`config.mk`:
```
export PLATFORM = sky130hd
export DESIGN_NAME = xorshift_ranged_random_unit_core
export DESIGN_NICKNAME = d
export VERILOG_FILES = /design/src/hdl/xrru_pkg.sv /design/src/hdl/xorshift_ranged_random_unit_core.sv /design/src/hdl/xrru_rem.sv
export SDC_FILE = /design/constraint.sdc
export NUM_CORES = 1
export LEC_CHECK = 0
export BUFFER_PORTS_ARGS = -buffer_cell sky130_fd_sc_hd__buf_2
export CORE_MARGIN = 2
export CORE_UTILIZATION = 45
export CTS_CLUSTER_DIAMETER = 30
export DETAILED_ROUTE_END_ITERATION = 6
export PLACE_DENSITY = 0.71
export SKIP_LAST_GASP = 1
export SYNTH_ARGS = -nofsm -noshare
export SYNTH_HDL_FRONTEND = slang
export SYNTH_SLANG_ARGS = --single-unit
```
`constraint.sdc`:
```
create_clock -name clk -period 6.7 [get_ports clk]
set_input_delay 0 -clock clk [delete_from_list [all_inputs] [get_ports clk]]
set_output_delay 0 -clock clk [all_outputs]
set_load 0.05 [all_outputs]
```
`src/hdl/xrru_pkg.sv`:
```
package xrru_pkg;

  localparam int unsigned WORD_W = 32;

  localparam int unsigned SHIFT_A = 13;
  localparam int unsigned SHIFT_B = 17;
  localparam int unsigned SHIFT_C = 5;

  localparam logic [WORD_W-1:0] PERCENT_SPAN  = 32'd100;
  localparam logic [WORD_W-1:0] PERCENT_MOD   = 32'd101;
  localparam logic [WORD_W-1:0] PERMILLE_SPAN = 32'd1000;

  typedef enum logic [2:0] {
    FUNC_RAW      = 3'd0,
    FUNC_UPTO     = 3'd1,
    FUNC_INDEX    = 3'd2,
    FUNC_RANGE    = 3'd3,
    FUNC_SYM      = 3'd4,
    FUNC_COIN     = 3'd5,
    FUNC_PERCENT  = 3'd6,
    FUNC_PERMILLE = 3'd7
  } func_t;

  typedef enum logic [2:0] {
    ST_IDLE,
    ST_ORDER,
    ST_LOAD,
    ST_DIVIDE,
    ST_FINISH
  } state_t;

  typedef struct packed {
    func_t              func;
    logic signed [31:0] arg_a;
    logic signed [31:0] arg_b;
  } req_t;

  typedef struct packed {
    logic [31:0] value;
    logic        flag;
  } rsp_t;

  function automatic logic [WORD_W-1:0] xorshift_next(input logic [WORD_W-1:0] x);
    logic [WORD_W-1:0] t;
    t = x ^ (x << SHIFT_A);
    t = t ^ (t >> SHIFT_B);
    t = t ^ (t << SHIFT_C);
    return t;
  endfunction

endpackage

```
`src/hdl/xorshift_ranged_random_unit_core.sv`:
```
// channel   direction  handshake             payload
// req       in         req_valid/req_stall   req_t  (func, arg_a, arg_b)
// rsp       out        rsp_valid/rsp_stall   rsp_t  (value, flag)
// cfg       in         cfg_valid/cfg_ready   seed   (32 bit)
//
// A request goes from transfer through ST_ORDER, ST_LOAD, ST_DIVIDE (32 remainder steps,
// then the remainder is handed over) and ST_FINISH to rsp_valid; ST_DIVIDE only when a remainder is needed.
// One request is worked on at a time; req_stall is high from transfer to finish.
// A finished result waits in the output register while the next request runs.
// Synchronous reset loads the generator with one; cfg is taken only when idle.
module xorshift_ranged_random_unit_core import xrru_pkg::*; (
  input  logic        clk,
  input  logic        rst,
  input  logic        req_valid,
  output logic        req_stall,
  input  req_t        req,
  output logic        rsp_valid,
  input  logic        rsp_stall,
  output rsp_t        rsp,
  input  logic        cfg_valid,
  output logic        cfg_ready,
  input  logic [31:0] seed
);

  state_t            state;
  state_t            state_next;
  func_t             func;
  logic [WORD_W-1:0] lo;
  logic [WORD_W-1:0] hi;
  logic [WORD_W-1:0] num;
  logic              skip;
  logic [WORD_W-1:0] generator;
  logic [WORD_W-1:0] draw_value;
  logic [WORD_W-1:0] width;
  logic [WORD_W-1:0] divisor;
  logic [WORD_W-1:0] rem_value;
  logic              rem_done;
  logic              need_draw;
  logic              need_div;
  logic              hi_pos;
  logic              take_req;
  logic              seed_wr;
  logic              out_free;
  logic              draw_en;
  logic              div_start;
  logic              out_load;
  rsp_t              rsp_next;

  assign take_req   = req_valid && !req_stall;
  assign seed_wr    = cfg_valid && cfg_ready;
  assign out_free   = !rsp_valid || !rsp_stall;
  assign draw_value = xorshift_next(generator);

  always_comb begin
    width     = hi - lo + 32'd1;
    hi_pos    = $signed(hi) > 32'sd0;
    need_draw = 1'b1;
    need_div  = 1'b0;
    divisor   = width;
    case (func) inside
      FUNC_RAW, FUNC_COIN: begin
        need_draw = 1'b1;
      end
      FUNC_UPTO: begin
        need_draw = hi_pos;
        need_div  = 1'b1;
        divisor   = hi + 32'd1;
      end
      FUNC_INDEX: begin
        need_draw = hi > 32'd1;
        need_div  = 1'b1;
        divisor   = hi;
      end
      FUNC_RANGE, FUNC_SYM: begin
        need_div = width != '0;
        divisor  = width;
      end
      FUNC_PERCENT: begin
        need_draw = hi_pos && ($signed(hi) < $signed(PERCENT_SPAN));
        need_div  = 1'b1;
        divisor   = PERCENT_MOD;
      end
      FUNC_PERMILLE: begin
        need_draw = hi_pos && ($signed(hi) < $signed(PERMILLE_SPAN));
        need_div  = 1'b1;
        divisor   = PERMILLE_SPAN;
      end
      default: begin
        need_draw = 1'b1;
      end
    endcase
  end

  always_comb begin
    state_next = state;
    unique case (state)
      ST_IDLE:   if (take_req) state_next = ST_ORDER;
      ST_ORDER:  state_next = ST_LOAD;
      ST_LOAD:   state_next = (need_draw && need_div) ? ST_DIVIDE : ST_FINISH;
      ST_DIVIDE: if (rem_done) state_next = ST_FINISH;
      ST_FINISH: if (out_free) state_next = ST_IDLE;
      default:   state_next = ST_IDLE;
    endcase
  end

  always_comb begin
    req_stall = 1'b1;
    cfg_ready = 1'b0;
    draw_en   = 1'b0;
    div_start = 1'b0;
    out_load  = 1'b0;
    unique case (state)
      ST_IDLE: begin
        req_stall = 1'b0;
        cfg_ready = 1'b1;
      end
      ST_LOAD: begin
        draw_en   = need_draw;
        div_start = need_draw && need_div;
      end
      ST_FINISH: begin
        out_load = out_free;
      end
      default: begin
        req_stall = 1'b1;
      end
    endcase
  end

  always_comb begin
    rsp_next.value = '0;
    rsp_next.flag  = 1'b0;
    case (func) inside
      FUNC_RAW:             rsp_next.value = num;
      FUNC_UPTO, FUNC_INDEX: rsp_next.value = skip ? '0 : num;
      FUNC_RANGE, FUNC_SYM: rsp_next.value = num + lo;
      FUNC_COIN:            rsp_next.flag  = num[0];
      FUNC_PERCENT:
        rsp_next.flag = skip ? ($signed(hi) >= $signed(PERCENT_SPAN)) : (num <= hi);
      FUNC_PERMILLE:
        rsp_next.flag = skip ? ($signed(hi) >= $signed(PERMILLE_SPAN)) : (num < hi);
      default:              rsp_next.value = '0;
    endcase
  end

  always_ff @(posedge clk) begin
    if (rst) begin
      state     <= ST_IDLE;
      generator <= 32'd1;
      rsp_valid <= 1'b0;
    end else begin
      state <= state_next;
      if (seed_wr) begin
        generator <= (seed == '0) ? 32'd1 : seed;
      end else if (draw_en) begin
        generator <= draw_value;
      end
      if (out_load) begin
        rsp_valid <= 1'b1;
      end else if (!rsp_stall) begin
        rsp_valid <= 1'b0;
      end
    end
  end

  always_ff @(posedge clk) begin
    if (take_req) begin
      func <= req.func;
      hi   <= req.arg_b;
      lo   <= (req.func == FUNC_SYM) ? 32'd0 - req.arg_b : req.arg_a;
    end
    if (state == ST_ORDER) begin
      if (func == FUNC_RANGE || func == FUNC_SYM) begin
        if ($signed(hi) < $signed(lo)) begin
          lo <= hi;
          hi <= lo;
        end
      end else begin
        lo <= '0;
      end
    end
    if (state == ST_LOAD) begin
      skip <= !need_draw;
      num  <= draw_value;
    end
    if (rem_done) begin
      num <= rem_value;
    end
    if (out_load) begin
      rsp <= rsp_next;
    end
  end

  xrru_rem u_rem (
    .clk       (clk),
    .rst       (rst),
    .start     (div_start),
    .dividend  (draw_value),
    .divisor   (divisor),
    .done      (rem_done),
    .remainder (rem_value)
  );

`ifndef SYNTHESIS
  a_gen_nonzero: assert property (@(posedge clk) disable iff (rst)
    generator != '0)
    else $error("generator reached zero");

  a_rem_in_divide: assert property (@(posedge clk) disable iff (rst)
    rem_done |-> state == ST_DIVIDE)
    else $error("remainder finished outside divide state");

  a_gen_hold: assert property (@(posedge clk) disable iff (rst)
    (state != ST_LOAD && !seed_wr) |=> $stable(generator))
    else $error("generator moved without a draw or seed transfer");
`endif

endmodule

```
`src/hdl/xrru_rem.sv`:
```
module xrru_rem import xrru_pkg::*; (
  input  logic              clk,
  input  logic              rst,
  input  logic              start,
  input  logic [WORD_W-1:0] dividend,
  input  logic [WORD_W-1:0] divisor,
  output logic              done,
  output logic [WORD_W-1:0] remainder
);

  logic              busy;
  logic [4:0]        cnt;
  logic [WORD_W-1:0] shreg;
  logic [WORD_W-1:0] div;
  logic [WORD_W:0]   trial;
  logic [WORD_W:0]   diff;
  logic [WORD_W-1:0] rem_next;

  // restoring step: one quotient bit per cycle while busy
  always_comb begin
    trial    = {remainder, shreg[WORD_W-1]};
    diff     = trial - {1'b0, div};
    rem_next = diff[WORD_W] ? trial[WORD_W-1:0] : diff[WORD_W-1:0];
  end

  always_ff @(posedge clk) begin
    if (rst) begin
      busy <= 1'b0;
      done <= 1'b0;
    end else begin
      done <= 1'b0;
      if (start) begin
        busy <= 1'b1;
      end else if (busy && cnt == 5'd0) begin
        busy <= 1'b0;
        done <= 1'b1;
      end
    end
  end

  always_ff @(posedge clk) begin
    if (start) begin
      cnt       <= 5'd31;
      remainder <= '0;
      shreg     <= dividend;
      div       <= divisor;
    end else if (busy) begin
      cnt       <= cnt - 5'd1;
      remainder <= rem_next;
      shreg     <= shreg << 1;
    end
  end

endmodule

```
==> flow_summary.json, run 1 <==
{
  "status": "finished, final reports clean",
  "synth_most_common_cell": "nor2_1",
  "overflow": 0,
  "synth.distinct_cells": 77,
  "vias": 20300,
  "drtIter0Drc": 2079,
  "rsz0062_at_grt": "false",
  "htree_levels": 3,
  "rows": 79,
  "worst_path_dominant_cell_family": "compound AO/OA/AOI/OAI gates",
  "setup_viol": 0,
  "synth_area_mm2": 0.0209,
  "dieArea_mm2": 0.0483,
  "core_mm2": 0.0463,
  "synth_top_area_cell": "edfxtp_1",
  "die_w_um": 220,
  "wl_met1_um": 30200,
  "worstPathArrival_ps": 5820,
  "slew_headroom": 0.183,
  "crit_path_frequent_cell": "inv_1",
  "clk_pin_slew_ps": 40,
  "period_minus_slack_ps": 5470,
  "ios": 140,
  "cts_setup_buffers": 0,
  "final_hold_viol_count": 0,
  "dp_cells": 3087,
  "wl_per_cell_um": 21.5,
  "yosys-mux-area-fraction": 0.0537,
  "power.total_uw": 15200,
  "path_class": "reg2reg",
  "avgSynthCellArea_um2": 8.63,
  "fill_cells": 4003,
  "synth_fa_ha_area_frac": 0.113,
  "initial_core_util": 0.453,
  "port_buffers": 139,
  "power_density_mw_per_mm2": 590,
  "clock-root-buffer": "clkbuf_16",
  "numCtsBuffers": 70,
  "r2r-end": "u_rem.shreg[6]",
  "synth-simple-area-share": 0.152,
  "antenna_left": 0,
  "synth_common_cells": "219 x nor2_1, 175 x a21oi_1, 172 x o21ai_0",
  "reg2reg_slack_ps": 1230,
  "finalMaxSlewViolations": 0,
  "cap_violations": 0,
  "required_ps": 7050,
  "drive_above_1_share": 0.138,
  "crit_buf_inv": 5,
  "r2r_start": "lo[1]",
  "drc": 0,
  "synth_top_family_by_area": "compound AO/OA/AOI/OAI gates",
  "worst_r2r_path_depth": 20,
  "post-dp-hpwl_um": 51500,
  "cts_tree": "done",
  "synth_top_cell_area_share": 0.191,
  "gp_congestion": 0.975,
  "period_share": 0.816,
  "cp_cell_sequence": "inv_1 -> ha_1 -> inv_1 -> ha_1 -> inv_1 -> fa_1 -> o21bai_1 -> a21o_1 -> a211oi_2 -> o211ai_2 -> a211o_1 -> a211oi_2 -> o31ai_1 -> a211o_1 -> a21oi_2 -> xnor2_1 -> o211ai_2 -> clkinv_2 -> buf_4 -> mux2_2",
  "finalNonFillerCells": 3327,
  "critical_path.max_fanout": 61,
  "end_kind": "flip-flop",
  "ys_ff_latch": 272,
  "skew_ps": 38.0,
  "max-vdd-ir-drop_uv": 335,
  "layout.nets": 2947,
  "synth_compound_area_frac": 0.229,
  "min_path_cells": 2,
  "clock_latency_ps": 610,
  "synth_area_leaders": "edfxtp_1 19%, dfxtp_1 13%, ha_1 9.8%",
  "cts_resized": 0,
  "synth_nets": 2710,
  "start_kind": "flip-flop",
  "place_ws_ps": 1320,
  "routed.top_layer": "met4",
  "hold_path_class": "in2reg",
  "synthXorXnorAreaFrac": 0.0795,
  "worst_pin_slew_ps": 1220,
  "grt_pass1_vias": 19400,
  "grt_pass1_wl_um": 109000,
  "wl_met2_um": 32800,
  "hold_start": "rst",
  "routed_wl_um": 71600,
  "cts_hold_buf": 111,
  "cpMaxStageDelayCell": "buf_4",
  "antenna_found_initial": 0,
  "critical-path-max-stage-delay_ps": 660,
  "gr-usage-all-layers": 0.292,
  "dr.pass1.iters": 6,
  "synth_ff_type": "dfxtp_1",
  "whs_ps": 36.0,
  "via_per_inst": 6.10,
  "die_h_um": 220,
  "synthCells": 2426,
  "timing.setup.tns_ps": 0,
  "clock_path_buffers": 3,
  "grt_max_degree": 74,
  "fmax_mhz": 183,
  "wl_met3_um": 4990,
  "synth-async-reset-ratio": 0,
  "yosysWarnings": 0,
  "synth_enable_flop_cells": 133,
  "antenna_cells": 0,
  "ys_seq_area_frac": 0.324,
  "worst_slack_ps": 1230,
  "p_leak_uw": 0.0107,
  "hold-path-endpoint": "generator[20]",
  "cts.sinks": 272,
  "syn_to_final_growth_pct": 23.2
}
## worst reg2reg max path: stages (launching register included)
cell and delay [ps]:
dfxtp_1 390, inv_1 120, ha_1 320, inv_1 40, ha_1 190, inv_1 70, fa_1 220, o21bai_1 110
a21o_1 220, a211oi_2 380, o211ai_2 230, a211o_1 400, a211oi_2 290, o31ai_1 140, a211o_1 300, a21oi_2 210
xnor2_1 190, o211ai_2 180, clkinv_2 80, buf_4 660, mux2_2 500
## worst max-delay path by stage
stage	start	end	depth (start not counted)
2_1_floorplan	lo[1]	u_rem.shreg[0]	19
3_5_place_dp	lo[1]	u_rem.shreg[6]	20
6_report	lo[1]	u_rem.shreg[6]	20
3_3_place_gp	lo[1]	u_rem.shreg[10]	20
5_1_grt	lo[1]	u_rem.shreg[6]	20
4_1_cts	lo[1]	u_rem.shreg[6]	20
## area by class of cell
cell class	count	area, µm²	share of cell area
Tap cell	607	759	0.0294
Multi-Input combinational cell	1890	13200	0.512
Clock inverter	49	581	0.0225
Timing Repair Buffer	279	2020	0.0785
Clock buffer	80	1880	0.0730
Sequential cell	272	6780	0.263
Inverter	150	564	0.0219
## state kept, by name (all words and copies together), names as in the netlist
name / flops
generator: 32
rsp_valid: 1
u_rem.busy: 1
rsp: 33
hi: 32
num: 32
func: 3
u_rem.remainder: 32
u_rem.div: 32
state: 3
u_rem.cnt: 5
skip: 1
lo: 32
u_rem.shreg: 32
u_rem.done: 1
## layer usage
layer | vias up | global-route usage
met3 | 214 | 0.0407
met4 | 0 | 0.155
met5 | - | 0
li1 | 9426 | -
met2 | 963 | 0.467
met1 | 9687 | 0.381
## stage by stage
step	cell area (µm²)	util
floorplan	20900	-
global placement	22200	0.480
detailed placement	22200	0.480
CTS	25800	0.558
global route	25800	0.558
finish	25800	0.558
## power breakdown
group | internal, µW | switching (µW) | total (µW)
clock network | 2350 | 1140 | 3490
registers | 2350 | 581 | 2930
logic | 3450 | 5360 | 8810
total | 8150 | 7080 | 15200
## cell families after synthesis
kind of cell	after synthesis
xor gates and xnor gates	190
adders and majority gates	180
buffers and inverters	264
and+or+nand+nor	676
muxes	98
DFF	272
AOI/OAI and AO/OA	746
## layout by cell type (no fill, tap or decap), types with 23 or more instances in the layout
master         netlist  final
a21o_1              43     43
nor4_1              27     27
a31oi_1             23     23
inv_1              148    148
nand2b_1            30     30
nor2_1             219    218
nand2_1            164    163
o21ai_0            172    172
a211oi_1            84     84
ha_1               164    164
buf_4                0     29
xnor2_1            109    108
nand3_1             40     40
and3_1              26     26
buf_2                4    139
edfxtp_1           133    133
nor2b_1             27     26
a21oi_1            175    172
nor3_1              57     57
clkbuf_16            0     74
mux2i_1             43     43
dfxtp_1            139    138
o211ai_1            45     45
o22ai_1             47     47
xor2_1              81     81
mux2_2              35     35
dlygate4sd3_1        0    111
Note: power is estimated with default switching activity, not from simulation.
==> run 2: changes to the inputs <==
==> constraint.sdc (replaced) <==
create_clock -name clk -period 5.5 [get_ports clk]
set_input_delay 0 -clock clk [delete_from_list [all_inputs] [get_ports clk]]
set_output_delay 0 -clock clk [all_outputs]
set_load 0.05 [all_outputs]
==> run 2 against run 1 <==
Effect of this change:
- the flow now finishes with violations (hold timing)
- final cell count up 0.39%
- die area unchanged
- utilization up 0.44 points
- sequential power up 22%
- worst setup slack worse by 830 ps
- via count about the same
- total power up 22%
- largest cell class unchanged
- largest power group unchanged
==> flow_summary.json, run 2 (same netlist as run 1, synthesis figures left out) <==
{
  "p_comb_frac": 0.577,
  "port_buffers": 139,
  "vias": 20300,
  "r2r_start": "lo[1]",
  "violations": "hold timing",
  "min_path_cells": 5,
  "status": "finished, violations left",
  "r2r-end": "u_rem.shreg[11]",
  "period_share": 0.928,
  "whs_ps": -0.212,
  "sw_frac_of_total": 0.464,
  "final_common_cell": "nor2_1",
  "grt_pass1_vias": 19800,
  "critical-path-max-stage-delay_ps": 420,
  "gp_congestion": 0.961,
  "end_kind": "flip-flop",
  "required_ps": 5850,
  "critical_path.startpoint": "lo[1]",
  "syn_to_final_growth_pct": 24.2,
  "critical_path.max_fanout": 52,
  "antenna_cells": 0,
  "hold_path_class": "in2reg",
  "fmax_mhz": 196,
  "place_area_mm2": 0.0223,
  "numCtsBuffers": 69,
  "rsz0062_at_grt": "false",
  "most-common-layout-cells": "218 x nor2_1, 172 x a21oi_1, 172 x o21ai_0",
  "max-vdd-ir-drop_uv": 485,
  "hold_start": "req[49]",
  "p_leak_uw": 0.0107,
  "regMostFlops": "rsp",
  "wl_per_cell_um": 21.5,
  "clock_latency_ps": 610,
  "start_kind": "flip-flop",
  "seq_area_mm2": 0.00678,
  "dr.pass1.iters": 6,
  "setup_viol": 0,
  "reg2reg_slack_ps": 400,
  "slew_headroom": 0.177,
  "p_seq_frac": 0.192,
  "p_int_uw": 10000,
  "antenna_left": 0,
  "power_density_mw_per_mm2": 717,
  "finalMaxSlewViolations": 0,
  "wl_met1_um": 29500,
  "clock-root-buffer": "clkbuf_16",
  "drtIter0Drc": 1869,
  "skew_ps": 26.9,
  "grt_pass1_wl_um": 110000,
  "clk_pin_slew_ps": 50,
  "grt_max_degree": 74,
  "dieArea_mm2": 0.0483,
  "initial_core_util": 0.453,
  "worstPathArrival_ps": 5450,
  "cp_cell_sequence": "inv_1 -> ha_1 -> inv_1 -> ha_1 -> inv_1 -> fa_1 -> nor3b_1 -> a21o_1 -> a211oi_2 -> o211ai_2 -> a211o_1 -> mux2i_1 -> o211ai_1 -> a211o_1 -> nor4_2 -> nand4_1 -> o211ai_2 -> clkinv_2 -> buf_12 -> mux2_4",
  "via_per_inst": 6.07,
  "routed.top_layer": "met4",
  "layout.nets": 2961,
  "multi_input_area_mm2": 0.0132,
  "ios": 140,
  "hold-path-endpoint": "lo[17]",
  "routed_wl_um": 71700,
  "overflow": 0,
  "timing.setup.tns_ps": 0,
  "power.total_uw": 18600,
  "wl_met2_um": 32200,
  "largest_register_ffs": 33,
  "clkPwrFrac": 0.231,
  "drc": 0,
  "design_area_mm2": 0.0260,
  "antenna_found_initial": 1,
  "die_w_um": 220,
  "cts_tree": "done",
  "core_mm2": 0.0463,
  "cpMaxStageDelayCell": "fa_1",
  "path_class": "reg2reg",
  "wl_met3_um": 5210,
  "rows": 79,
  "post-dp-hpwl_um": 51500,
  "worst_pin_slew_ps": 1230,
  "crit_path_frequent_cell": "inv_1",
  "cts.sinks": 272,
  "worst_r2r_path_depth": 20,
  "final_hold_viol_count": 1,
  "clock_path_buffers": 3,
  "drive_above_1_share": 0.141,
  "die_h_um": 220,
  "cap_violations": 0,
  "p_sw_uw": 8650,
  "period_minus_slack_ps": 5100,
  "fill_cells": 3990,
  "htree_levels": 3,
  "gr-usage-all-layers": 0.294
}
-- run 2: changes by cell type in the layout (fill, tap and decap cells not counted), moves of 3 or more --
cell and delta:
buf_4 +3, clkbuf_1 -3, clkbuf_16 -4, clkbuf_8 +5, clkinv_2 -6, clkinvlp_4 +7, dlygate4sd3_1 +10
-- run 2: power by group through the flow --
stage	Clock [µW]	Sequential [µW]	Combinational (µW)
after floorplan	0	3320	7740
after global placement	0	3560	10200
after detailed placement	0	3580	10400
after CTS	4350	3550	10600
after global routing	4460	3630	11800
final	4320	3570	10800
-- run 2: stage by stage --
step	cells	util	worst slack (ps)
finish	3340	0.562	396
CTS	3340	0.562	289
global route	3340	0.562	5.09
floorplan	2426	-	664
global placement	3092	0.482	420
detailed placement	3092	0.482	307
-- run 2: critical path, delay by kind of cell (launching register included) --
family                     cells  cell delay [ps]
muxes                          2              550
and+or+nand+nor                3              710
AOI/OAI and AO/OA              7             1660
adders and majority gates      3              920
buffers and inverters          5              580
DFF                            1              390
-- run 2: repair_timing --
| action | CTS | global route |
|---|---|---|
| resized for setup | 0 | 2 |
| setup buffers | 0 | 0 |
| hold buffers | 121 | 0 |
| endpoints found under the hold margin | 101 | 0 |
| setup endpoints to repair | 0 | 32 |
-- run 2: layout make-up --
type                    instances  share of cell area
clock inverters                49              0.0251
inverters                     150              0.0217
repair buffers                294              0.0841
well taps                     607              0.0292
multi-input cells            1890               0.508
clock buffers                  78              0.0708
flip-flops and latches        272               0.261
-- run 2: worst max-delay path by stage --
stage / to / slack, ps / cells after the start
final: u_rem.shreg[11] / 400 / 20
after global routing: u_rem.shreg[11] / 5 / 20
after CTS: u_rem.shreg[9] / 290 / 20
after detailed placement: u_rem.shreg[9] / 310 / 20
after global placement: u_rem.shreg[11] / 420 / 20
after floorplan: u_rem.shreg[0] / 660 / 19
-- run 2: per-layer routing --
| metal | up-vias | track usage |
|---|---|---|
| met2 | 961 | 0.460 |
| li1 | 9442 | - |
| met1 | 9634 | 0.377 |
| met4 | 0 | 0.191 |
| met5 | - | 0 |
| met3 | 252 | 0.0460 |
